### src/rtl/core/lchd_pkg.sv
package lchd_pkg;

    localparam int KEY_W             = 32;
    localparam int COUNT_W           = 16;
    localparam int CAP_W             = 5;
    localparam int TOTAL_W           = 32;
    localparam int MAX_ENTRIES_DFLT  = 16;

    localparam logic [CAP_W-1:0]   CAP_RESET = CAP_W'(16);
    localparam logic [COUNT_W-1:0] COUNT_MAX = '1;
    localparam logic [TOTAL_W-1:0] TOTAL_MAX = '1;

    // result tdata: hit, hit_total, zero fill to a byte boundary
    localparam int RES_BITS = 1 + TOTAL_W;
    localparam int RES_W    = ((RES_BITS + 7) / 8) * 8;

    typedef struct packed {
        logic [KEY_W-1:0]   key;
        logic [COUNT_W-1:0] count;
    } entry_t;

endpackage

### src/rtl/core/lfu_cache_hit_detector_core.sv
// LFU cache hit detector. Each key transaction on s_axis is looked up in a
// least-frequently-used cache of up to min(max(capacity,1), MAX_ENTRIES)
// entries, and exactly one result transaction comes out on m_axis with the
// hit flag and the saturating number of hits since reset (this key included).
// Entries live in one synchronous RAM (one write and one read port, registered
// read) laid out as a binary min-heap on 16-bit use counts: root in
// slot 0, children of slot i in 2i+1 and 2i+2. A hit bumps the count
// (saturating) and sifts the entry down, swapping with the smaller child (left
// on ties) while that child's count is strictly lower. A miss with room
// appends the key with count 0 and rotates it up its path to the root; a miss
// on a full cache overwrites the root. Per key: the key is accepted in idle;
// the search streams the RAM one slot per cycle and compares each word read
// with the key; a sift-down reads the left and, if present, the right child
// and writes one slot per level until the entry settles; an insert reads each
// parent and shifts it down one level until the new entry reaches the root;
// then the result is handed to the output register. The block takes one key
// at a time; a finished result sits in the output register so the next key
// can already be accepted while it waits. The RAM needs no clearing pass:
// only slots below the fill count are ever read. capacity may only be
// written while idle; a lower value than the fill count keeps the entries
// held and makes every miss replace the root.
module lfu_cache_hit_detector_core #(
    parameter int MAX_ENTRIES = lchd_pkg::MAX_ENTRIES_DFLT
) (
    input  logic                          clk,
    input  logic                          rst_n,
    // capacity register write
    input  logic                          cfg_we,
    input  logic [lchd_pkg::CAP_W-1:0]    cfg_wdata,
    // key transactions; tdata: key[31:0]
    input  logic                          s_axis_tvalid,
    output logic                          s_axis_tready,
    input  logic [lchd_pkg::KEY_W-1:0]    s_axis_tdata,
    // result transactions; tdata: hit[0], hit_total[32:1], zero fill above
    output logic                          m_axis_tvalid,
    input  logic                          m_axis_tready,
    output logic [lchd_pkg::RES_W-1:0]    m_axis_tdata
);
    import lchd_pkg::*;

    localparam int IDX_W = (MAX_ENTRIES > 1) ? $clog2(MAX_ENTRIES) : 1;
    localparam int OCC_W = $clog2(MAX_ENTRIES + 1);
    localparam int CH_W  = IDX_W + 2;
    localparam int CMP_W = (OCC_W > CAP_W) ? OCC_W : CAP_W;
    localparam logic [OCC_W-1:0] OCC_FULL = OCC_W'(MAX_ENTRIES);

    typedef enum logic [8:0] {
        ST_IDLE      = 9'b000000001,
        ST_SEARCH    = 9'b000000010,
        ST_SD_CHECK  = 9'b000000100,
        ST_SD_LEFT   = 9'b000001000,
        ST_SD_RIGHT  = 9'b000010000,
        ST_SD_DECIDE = 9'b000100000,
        ST_UP_STEP   = 9'b001000000,
        ST_UP_WRITE  = 9'b010000000,
        ST_FINISH    = 9'b100000000
    } state_t;

    // heap RAM
    entry_t entry_mem [MAX_ENTRIES];
    entry_t rd_data_reg;
    logic             rd_en;
    logic [IDX_W-1:0] rd_addr;
    logic             wr_en;
    logic [IDX_W-1:0] wr_addr;
    entry_t           wr_data;

    // control state
    state_t             state_reg, state_next;
    logic [OCC_W-1:0]   occ_reg, occ_next;
    logic [CAP_W-1:0]   cap_reg, cap_next;
    logic [TOTAL_W-1:0] hits_reg, hits_next;
    logic               m_valid_reg, m_valid_next;
    logic [OCC_W-1:0]   idx_reg, idx_next;       // next slot to read in search
    logic               rdv_reg, rdv_next;       // search read in flight
    logic [IDX_W-1:0]   rdidx_reg, rdidx_next;   // slot of the data in flight

    // payload
    logic [KEY_W-1:0]   key_reg, key_next;
    entry_t             cur_reg, cur_next;       // entry being placed
    entry_t             child_reg, child_next;   // chosen child in sift-down
    logic [IDX_W-1:0]   pos_reg, pos_next;
    logic [IDX_W-1:0]   cpos_reg, cpos_next;
    logic [IDX_W-1:0]   parent_reg, parent_next;
    logic               hit_reg, hit_next;
    logic               m_hit_reg, m_hit_next;
    logic [TOTAL_W-1:0] m_total_reg, m_total_next;

    logic [CH_W-1:0]  left_w, right_w, occ_w;
    logic [CMP_W-1:0] occ_c, cap_c;
    logic             room;
    logic             out_free;
    logic             key_match;

    assign left_w  = (CH_W'(pos_reg) << 1) + CH_W'(1);
    assign right_w = left_w + CH_W'(1);
    assign occ_w   = CH_W'(occ_reg);

    // capacity zero acts as one, anything above the RAM depth as the depth
    assign occ_c = CMP_W'(occ_reg);
    assign cap_c = CMP_W'(cap_reg);
    assign room  = ((occ_c < cap_c) || (occ_reg == '0)) && (occ_reg < OCC_FULL);

    assign out_free  = !m_valid_reg || m_axis_tready;
    assign key_match = rdv_reg && (rd_data_reg.key == key_reg);

    assign s_axis_tready = (state_reg == ST_IDLE);
    assign m_axis_tvalid = m_valid_reg;
    assign m_axis_tdata  = RES_W'({m_total_reg, m_hit_reg});

    always_comb
    begin
        state_next   = state_reg;
        occ_next     = occ_reg;
        cap_next     = cfg_we ? cfg_wdata : cap_reg;
        hits_next    = hits_reg;
        m_valid_next = m_valid_reg;
        idx_next     = idx_reg;
        rdv_next     = 1'b0;
        rdidx_next   = rdidx_reg;
        key_next     = key_reg;
        cur_next     = cur_reg;
        child_next   = child_reg;
        pos_next     = pos_reg;
        cpos_next    = cpos_reg;
        parent_next  = parent_reg;
        hit_next     = hit_reg;
        m_hit_next   = m_hit_reg;
        m_total_next = m_total_reg;
        rd_en        = 1'b0;
        rd_addr      = '0;
        wr_en        = 1'b0;
        wr_addr      = '0;
        wr_data      = cur_reg;

        if (m_valid_reg && m_axis_tready)
        begin
            m_valid_next = 1'b0;
        end

        case (state_reg)
            ST_IDLE:
            begin
                if (s_axis_tvalid)
                begin
                    key_next   = s_axis_tdata;
                    idx_next   = '0;
                    state_next = ST_SEARCH;
                end
            end

            ST_SEARCH:
            begin
                // stream slots through the RAM, compare on the registered read word
                if (idx_reg < occ_reg)
                begin
                    rd_en      = 1'b1;
                    rd_addr    = idx_reg[IDX_W-1:0];
                    rdv_next   = 1'b1;
                    rdidx_next = idx_reg[IDX_W-1:0];
                    idx_next   = idx_reg + OCC_W'(1);
                end
                if (key_match)
                begin
                    hit_next      = 1'b1;
                    pos_next      = rdidx_reg;
                    cur_next.key  = key_reg;
                    cur_next.count = (rd_data_reg.count == COUNT_MAX) ?
                                     COUNT_MAX : rd_data_reg.count + COUNT_W'(1);
                    if (hits_reg != TOTAL_MAX)
                    begin
                        hits_next = hits_reg + TOTAL_W'(1);
                    end
                    rdv_next   = 1'b0;
                    state_next = ST_SD_CHECK;
                end
                else if (!rdv_reg && (idx_reg >= occ_reg)
                         || rdv_reg && (OCC_W'(rdidx_reg) + OCC_W'(1) == occ_reg))
                begin
                    // miss: every held slot compared
                    hit_next       = 1'b0;
                    cur_next.key   = key_reg;
                    cur_next.count = '0;
                    rdv_next       = 1'b0;
                    if (room)
                    begin
                        pos_next   = occ_reg[IDX_W-1:0];
                        occ_next   = occ_reg + OCC_W'(1);
                        state_next = ST_UP_STEP;
                    end
                    else
                    begin
                        wr_en      = 1'b1;
                        wr_addr    = '0;
                        wr_data    = '{key: key_reg, count: '0};
                        state_next = ST_FINISH;
                    end
                end
            end

            ST_SD_CHECK:
            begin
                if (left_w >= occ_w)
                begin
                    wr_en      = 1'b1;
                    wr_addr    = pos_reg;
                    state_next = ST_FINISH;
                end
                else
                begin
                    rd_en      = 1'b1;
                    rd_addr    = left_w[IDX_W-1:0];
                    state_next = ST_SD_LEFT;
                end
            end

            ST_SD_LEFT:
            begin
                child_next = rd_data_reg;
                cpos_next  = left_w[IDX_W-1:0];
                if (right_w < occ_w)
                begin
                    rd_en      = 1'b1;
                    rd_addr    = right_w[IDX_W-1:0];
                    state_next = ST_SD_RIGHT;
                end
                else
                begin
                    state_next = ST_SD_DECIDE;
                end
            end

            ST_SD_RIGHT:
            begin
                // left wins ties
                if (rd_data_reg.count < child_reg.count)
                begin
                    child_next = rd_data_reg;
                    cpos_next  = right_w[IDX_W-1:0];
                end
                state_next = ST_SD_DECIDE;
            end

            ST_SD_DECIDE:
            begin
                wr_en = 1'b1;
                wr_addr = pos_reg;
                if (child_reg.count >= cur_reg.count)
                begin
                    wr_data    = cur_reg;
                    state_next = ST_FINISH;
                end
                else
                begin
                    // child moves up, entry keeps sinking
                    wr_data    = child_reg;
                    pos_next   = cpos_reg;
                    state_next = ST_SD_CHECK;
                end
            end

            ST_UP_STEP:
            begin
                if (pos_reg == '0)
                begin
                    wr_en      = 1'b1;
                    wr_addr    = '0;
                    state_next = ST_FINISH;
                end
                else
                begin
                    parent_next = (pos_reg - IDX_W'(1)) >> 1;
                    rd_en       = 1'b1;
                    rd_addr     = (pos_reg - IDX_W'(1)) >> 1;
                    state_next  = ST_UP_WRITE;
                end
            end

            ST_UP_WRITE:
            begin
                // parent shifts down one level along the path
                wr_en      = 1'b1;
                wr_addr    = pos_reg;
                wr_data    = rd_data_reg;
                pos_next   = parent_reg;
                state_next = ST_UP_STEP;
            end

            ST_FINISH:
            begin
                if (out_free)
                begin
                    m_valid_next = 1'b1;
                    m_hit_next   = hit_reg;
                    m_total_next = hits_reg;
                    state_next   = ST_IDLE;
                end
            end

            default:
            begin
                state_next = ST_IDLE;
            end
        endcase
    end

    always_ff @(posedge clk or negedge rst_n)
    begin
        if (!rst_n)
        begin
            state_reg   <= ST_IDLE;
            occ_reg     <= '0;
            cap_reg     <= CAP_RESET;
            hits_reg    <= '0;
            m_valid_reg <= 1'b0;
            idx_reg     <= '0;
            rdv_reg     <= 1'b0;
        end
        else
        begin
            state_reg   <= state_next;
            occ_reg     <= occ_next;
            cap_reg     <= cap_next;
            hits_reg    <= hits_next;
            m_valid_reg <= m_valid_next;
            idx_reg     <= idx_next;
            rdv_reg     <= rdv_next;
        end
    end

    always_ff @(posedge clk)
    begin
        rdidx_reg   <= rdidx_next;
        key_reg     <= key_next;
        cur_reg     <= cur_next;
        child_reg   <= child_next;
        pos_reg     <= pos_next;
        cpos_reg    <= cpos_next;
        parent_reg  <= parent_next;
        hit_reg     <= hit_next;
        m_hit_reg   <= m_hit_next;
        m_total_reg <= m_total_next;
    end

    // heap RAM, registered read
    always_ff @(posedge clk)
    begin
        if (wr_en)
        begin
            entry_mem[wr_addr] <= wr_data;
        end
        if (rd_en)
        begin
            rd_data_reg <= entry_mem[rd_addr];
        end
    end

endmodule

### config.mk
export PLATFORM = sky130hd
export DESIGN_NAME = lfu_cache_hit_detector_core
export DESIGN_NICKNAME = d
export VERILOG_FILES = /design/src/rtl/core/lchd_pkg.sv /design/src/rtl/core/lfu_cache_hit_detector_core.sv
export SDC_FILE = /design/constraint.sdc
export NUM_CORES = 1
export LEC_CHECK = 0
export BUFFER_PORTS_ARGS = -buffer_cell sky130_fd_sc_hd__buf_2
export CORE_ASPECT_RATIO = 0.5
export CORE_UTILIZATION = 50
export CTS_BUF_LIST = sky130_fd_sc_hd__clkbuf_4 sky130_fd_sc_hd__clkbuf_8 sky130_fd_sc_hd__clkbuf_16
export DETAILED_ROUTE_END_ITERATION = 7
export PLACE_DENSITY = 0.64
export SLEW_MARGIN = 20
export SYNTH_ARGS = -nofsm -noshare
export SYNTH_HDL_FRONTEND = slang
export SYNTH_SLANG_ARGS = --single-unit
### constraint.sdc
create_clock -name clk -period 9.6 [get_ports clk]
set_input_delay 0 -clock clk [delete_from_list [all_inputs] [get_ports clk]]
set_output_delay 0 -clock clk [all_outputs]
set_load 0.03 [all_outputs]
==> impl_metrics.json, run 1 <==
{
  "status": "finished, final reports clean",
  "top_level_ports": 84,
  "hp-class": "primary input to async pin",
  "synth_area_mm2": 0.04320,
  "ys.flop_type": "edfxtp_1",
  "crit_path_start_kind": "flip-flop",
  "intPower_w": 0.008201,
  "drt_iter0_markers": 3151,
  "synthDistinctLibCells": 78,
  "rsz0062_at_grt": "no",
  "nFillCells": 6523,
  "clock.fmax_mhz": 186.0,
  "gp_congestion": 0.8706,
  "clockBufferDepth": 3,
  "clkPwrFrac_pct": 35.7,
  "port_buffers": 76,
  "cts-root-buf": "clkbuf_16",
  "final_cell_mix": "993 x edfxtp_1, 617 x nand2_1, 195 x mux2i_1",
  "ir_worst_vdd_uv": 134.5,
  "avgSynthCellArea_um2": 14.14,
  "cts_buffers": 92,
  "htreeDepth": 3,
  "cts_resized": 0,
  "regArea_mm2": 0.03127,
  "synth-seq-cells": 1051,
  "start_util_pct": 51.03,
  "dieArea_mm2": 0.08765,
  "relSlewSlack_pct": 21.62,
  "hpwl_um": 56500,
  "route.detailed.drc": 0,
  "async_reset_ff_share_pct": 5.519,
  "cts_tree": "done",
  "dr.pass1.iters": 6,
  "worstSetupPathType": "flip-flop to flip-flop",
  "grt_max_degree": 193,
  "crit_top_cell": "nand2_1",
  "wirelength_um": 109000,
  "die_x_um": 417.7,
  "clkTransAtPathRegs_ns": 0.07,
  "routedWlPerCell_um": 24.70,
  "period_share_pct": 56.01,
  "swShare_pct": 26.29,
  "grt_pass1_wl_um": 162400,
  "r2r_setup_slack_ns": 4.22,
  "slew_violations": 0,
  "utilization_pct": 57.62,
  "r2r_cells": 14,
  "postSynthCellCount": 3056,
  "overflow": 0,
  "synth_edf_count": 993,
  "cts_sinks": 1051,
  "p_switching_w": 0.002925,
  "powerDensity_mw_per_mm2": 228.1,
  "die_y_um": 209.8,
  "vias": 26110,
  "ant_nets": 0,
  "timing.setup.tns_ns": 0,
  "worst_pin_slew_ns": 1.176,
  "core_area_mm2": 0.08464,
  "multi_input_area_mm2": 0.01124,
  "layout-drive-gt1-share_pct": 10.87,
  "clk_latency_ns": 0.70,
  "nets": 3279,
  "antenna_found_initial": 0,
  "cp_slowest_stage_delay_ns": 0.99,
  "arrival_ns": 5.76,
  "grtUsageTotal_pct": 25.05,
  "yosys_warnings": 0,
  "largest_reg_flops": 768,
  "finalHoldViolCount": 0,
  "slowest_stage": "nor3_2",
  "total_leakage_power_nw": 18.48,
  "seq_power_share_pct": 51.4,
  "finalSetupViolCount": 0,
  "area_delta_synth_final_pct": 12.89,
  "share_comb_of_total_power_pct": 13.0,
  "maxCapViolCount": 0,
  "final_common_cell": "edfxtp_1",
  "fin_crit_ns": 5.377,
  "end_kind": "flip-flop",
  "largest_register": "entry_mem",
  "worstPathCellList": "ha_1 > inv_1 > nand2_1 > nand2_1 > ha_1 > a21oi_1 > nor2b_1 > nor4_1 > a211o_4 > nor3_2 > buf_4 > a22oi_1 > nand2_1 > a211oi_1",
  "required_ns": 9.98,
  "seq_area_frac_synth_pct": 72.39,
  "fin_skew_ns": 0.02748,
  "grt_pass1_vias": 24810,
  "cp_max_fo": 81,
  "num_rows": 75,
  "viasPerCell": 5.918
}
## power groups by stage
stage | clock (W) | combinational [W] | sequential, W
5_1_grt | 0.00418 | 0.00158 | 0.00573
2_1_floorplan | 0 | 0.000921 | 0.00573
4_1_cts | 0.00401 | 0.00141 | 0.00572
6_report | 0.00397 | 0.00144 | 0.00571
3_3_place_gp | 0 | 0.00134 | 0.00581
3_5_place_dp | 0 | 0.00138 | 0.00581
## synthesized netlist by cell type, types with 3 or more instances
cell,instances,area share (%)
or2_2,3,0.043
a22oi_1,115,2.0
nand4_1,25,0.36
nor4_1,13,0.19
o21bai_1,3,0.052
clkbuf_1,57,0.50
o32ai_1,3,0.061
a22o_1,4,0.081
and2_1,3,0.043
nand2_1,618,5.4
nand2b_1,6,0.087
a31oi_1,28,0.41
mux2_2,3,0.078
o22ai_1,50,0.72
mux2i_1,195,4.5
buf_6,6,0.16
nor3_4,3,0.11
o21ai_1,5,0.058
a21o_1,10,0.17
a21oi_1,64,0.74
a211o_1,4,0.081
nor2b_1,12,0.17
buf_2,69,0.80
nor2_1,129,1.1
xnor2_1,43,0.87
dfrtp_1,56,3.2
ha_1,57,1.7
inv_1,61,0.53
nand3_1,71,0.82
and4_1,4,0.081
a221oi_1,33,0.67
and3_1,49,0.71
buf_4,26,0.45
edfxtp_1,993,69
nor3_1,28,0.32
o21ai_0,67,0.78
xor2_1,47,0.95
a211oi_1,39,0.68
nor3b_1,6,0.10
## cell families after synthesis
kind of cell             share of synthesized area (%)
XOR/XNOR                                         1.825
adder cells (fa/ha/maj)                          1.651
other                                         0.008681
AND/OR/NAND/NOR                                  10.13
flip-flops                                       72.39
AO/OA/AOI/OAI                                    6.943
multiplexers                                     4.597
buffers and inverters                            2.450
## metrics by stage
stage / hold WS, ns / power [W] / setup slack (ns) / std cells / area, um^2
2_1_floorplan: -0.2956 / 0.006649 / 1.843 / 3062 / 43220
3_3_place_gp: 0.1768 / 0.007154 / 4.390 / 4180 / 44860
3_5_place_dp: 0.1786 / 0.007193 / 4.268 / 4180 / 44870
4_1_cts: 0.001130 / 0.01114 / 4.261 / 4411 / 48690
5_1_grt: 0.02354 / 0.01149 / 3.912 / 4411 / 48770
6_report: 0.006020 / 0.01113 / 4.223 / 4412 / 48770
## critical path, delay by kind of cell (launching register included)
family | cells | cell delay, ns
AND/OR/NAND/NOR | 6 | 1.80
flip-flops | 1 | 0.70
AO/OA/AOI/OAI | 4 | 1.05
buffers and inverters | 2 | 0.81
adder cells (fa/ha/maj) | 2 | 0.64
## final timing paths
| check | end | from |
|---|---|---|
| worst max-delay path | rd_data_reg[38] | pos_reg[0] |
| worst min-delay path | hits_reg[23] | rst_n |
| worst max register to register | rd_data_reg[38] | pos_reg[0] |
| worst min register to register | m_hit_reg | hit_reg |
| max in group asynchronous | occ_c[2] | rst_n |
| min in group clk | key_reg[21] | s_axis_tdata[21] |
## timing repair
| item | CTS | global route |
|---|---|---|
| buffers inserted | 0 | 0 |
| hold buffers | 61 | 0 |
| hold endpoints to repair | 99 | 0 |
## layout make-up
type / count / area share, %
Clock inverter: 63 / 1.601
Sequential cell: 1051 / 64.13
Inverter: 61 / 0.4695
Antenna cell: 1 / 0.005131
Multi-Input combinational cell: 1790 / 23.04
Tap cell: 1155 / 2.963
Clock buffer: 107 / 4.988
Timing Repair Buffer: 184 / 2.807
## metal layers
metal	track usage (%)	vias up	wire length (um)
met5	0	-	0
met4	6.644	0	2471
met3	3.946	167	10060
met2	38.06	1214	49010
met1	37.73	13040	47460
li1	-	11690	-
No activity file was read; power rests on OpenSTA's default activity.
==> run 2: changes to the inputs <==
--- a/config.mk
+++ b/config.mk
@@ -10,7 +10,7 @@
 export CORE_UTILIZATION = 50
 export CTS_BUF_LIST = sky130_fd_sc_hd__clkbuf_4 sky130_fd_sc_hd__clkbuf_8 sky130_fd_sc_hd__clkbuf_16
 export DETAILED_ROUTE_END_ITERATION = 7
-export PLACE_DENSITY = 0.64
+export PLACE_DENSITY = 0.66
 export SLEW_MARGIN = 20
 export SYNTH_ARGS = -nofsm -noshare
 export SYNTH_HDL_FRONTEND = slang
==> constraint.sdc (replaced) <==
create_clock -name clk -period 4.5 [get_ports clk]
set_input_delay 0 -clock clk [delete_from_list [all_inputs] [get_ports clk]]
set_output_delay 0 -clock clk [all_outputs]
set_load 0.03 [all_outputs]
==> impl_metrics.json, run 2 (synthesized netlist as in run 1, its figures left out) <==
{
  "n_antenna_cell": 0,
  "nets": 3382,
  "top_level_ports": 84,
  "cp_max_fo": 22,
  "dp_slack_ns": 0.2247,
  "end_kind": "flip-flop",
  "fin_crit_ns": 4.214,
  "gp_congestion": 0.9021,
  "clkTransAtPathRegs_ns": 0.07,
  "largest_reg_flops": 768,
  "ir_worst_vdd_uv": 310.3,
  "antenna_found_initial": 0,
  "grt_max_degree": 85,
  "status": "finished, final reports clean",
  "clock.fmax_mhz": 237.3,
  "crit_path_start_kind": "flip-flop",
  "hp-class": "primary input to async pin",
  "grt_pass1_wl_um": 165100,
  "num_rows": 75,
  "start_util_pct": 51.03,
  "dr.pass1.iters": 5,
  "stdcell_count": 4510,
  "largest_register": "entry_mem",
  "clkPwrFrac_pct": 32.7,
  "fin_skew_ns": 0.03421,
  "period_share_pct": 93.64,
  "setup_ws_ns": 0.2864,
  "required_ns": 4.93,
  "p_total_w": 0.02314,
  "cts_tree": "done",
  "viasPerCell": 5.917,
  "layout-drive-gt1-share_pct": 13.17,
  "overflow": 0,
  "nFillCells": 6504,
  "worstSetupPathType": "flip-flop to flip-flop",
  "cts_buffers": 91,
  "cts-root-buf": "clkbuf_16",
  "slew_violations": 0,
  "maxCapViolCount": 0,
  "grt_pass1_vias": 25890,
  "regArea_mm2": 0.03127,
  "finalSetupViolCount": 0,
  "vias": 26690,
  "dieArea_mm2": 0.08765,
  "cts_sinks": 1051,
  "p_switching_w": 0.006142,
  "final_common_cell": "edfxtp_1",
  "fin_hold_ws_ns": 0.005268,
  "grtUsageTotal_pct": 25.42,
  "wirelength_um": 110300,
  "htreeDepth": 3,
  "die_x_um": 417.7,
  "total_leakage_power_nw": 18.96,
  "intPower_w": 0.01700,
  "multi_input_area_mm2": 0.01118,
  "route.detailed.drc": 0,
  "relSlewSlack_pct": 44.10,
  "area_delta_synth_final_pct": 14.70,
  "rsz0062_at_grt": "no",
  "clk_latency_ns": 0.69,
  "final_cell_mix": "993 x edfxtp_1, 617 x nand2_1, 195 x mux2i_1",
  "drt_iter0_markers": 3264,
  "ant_nets": 0,
  "clockBufferDepth": 3,
  "powerDensity_mw_per_mm2": 467.1,
  "finalHoldViolCount": 0,
  "routedWlPerCell_um": 24.45,
  "port_buffers": 76,
  "share_comb_of_total_power_pct": 14.8,
  "hpwl_um": 62920,
  "swShare_pct": 26.54,
  "core_area_mm2": 0.08464,
  "seq_power_share_pct": 52.5,
  "arrival_ns": 4.64,
  "dp.cells": 4289,
  "die_y_um": 209.8,
  "worst_pin_slew_ns": 0.8321
}
run 2: final timing paths:
path                                  start               to  slack (ns)  cells after the start
setup / recovery                 pos_reg[1]  rd_data_reg[38]        0.29                     16
hold / removal                        rst_n     hits_reg[12]       0.005                      3
setup reg to reg                 pos_reg[1]  rd_data_reg[38]        0.29                     16
hold reg to reg                     hit_reg        m_hit_reg        0.43                      0
max in group asynchronous             rst_n     state_reg[8]        3.96                      3
min in group clk           s_axis_tdata[30]      key_reg[30]        0.05                      2
run 2: timing repair:
action,CTS,global route
buffers inserted,0,2
setup endpoints to repair,0,24
hold buffers,54,0
endpoints found under the hold margin,99,0
resized for setup,0,2
run 2: area by class of cell:
type / instances / share of cell area (%)
Inverter: 61 / 0.4621
Timing Repair Buffer: 288 / 5.187
Sequential cell: 1051 / 63.12
Tap cell: 1155 / 2.917
Multi-Input combinational cell: 1790 / 22.57
Clock inverter: 40 / 0.5884
Clock buffer: 125 / 5.162
run 2: layer usage:
layer,up-vias,part of all wire [%],global-route usage [%]
met5,-,0,0
met4,0,2.2,6.341
met3,181,9.7,4.874
met2,1282,46,39.50
met1,13350,42,37.09
li1,11870,-,-
run 2: stage by stage:
step,instance area [um^2],setup TNS (ns),util (%)
floorplan,43240,-13.94,-
global placement,46110,0,54.48
detailed placement,46110,0,54.48
CTS,49500,0,58.48
global route,49550,0,58.54
finish,49550,0,58.54
run 2: worst max-delay path, cell delays in order (launching register included):
cell and delay, ns:
edfxtp_1 0.53, ha_1 0.25, inv_1 0.07, nand2_1 0.08
nand2_1 0.05, ha_1 0.30, a21oi_1 0.15, nor2b_1 0.10
buf_4 0.15, nor4b_2 0.47, a21oi_1 0.13, o21bai_1 0.53
nand3_4 0.36, buf_12 0.29, buf_4 0.21, o22ai_1 0.21
a211oi_1 0.07
run 2: power groups by stage:
| stage | clock network, W | registers [W] | logic [W] |
|---|---|---|---|
| floorplan | 0 | 0.0122 | 0.00197 |
| global placement | 0 | 0.0123 | 0.00324 |
| detailed placement | 0 | 0.0123 | 0.00333 |
| CTS | 0.00765 | 0.0121 | 0.00340 |
| global route | 0.00802 | 0.0122 | 0.00374 |
| finish | 0.00757 | 0.0121 | 0.00343 |
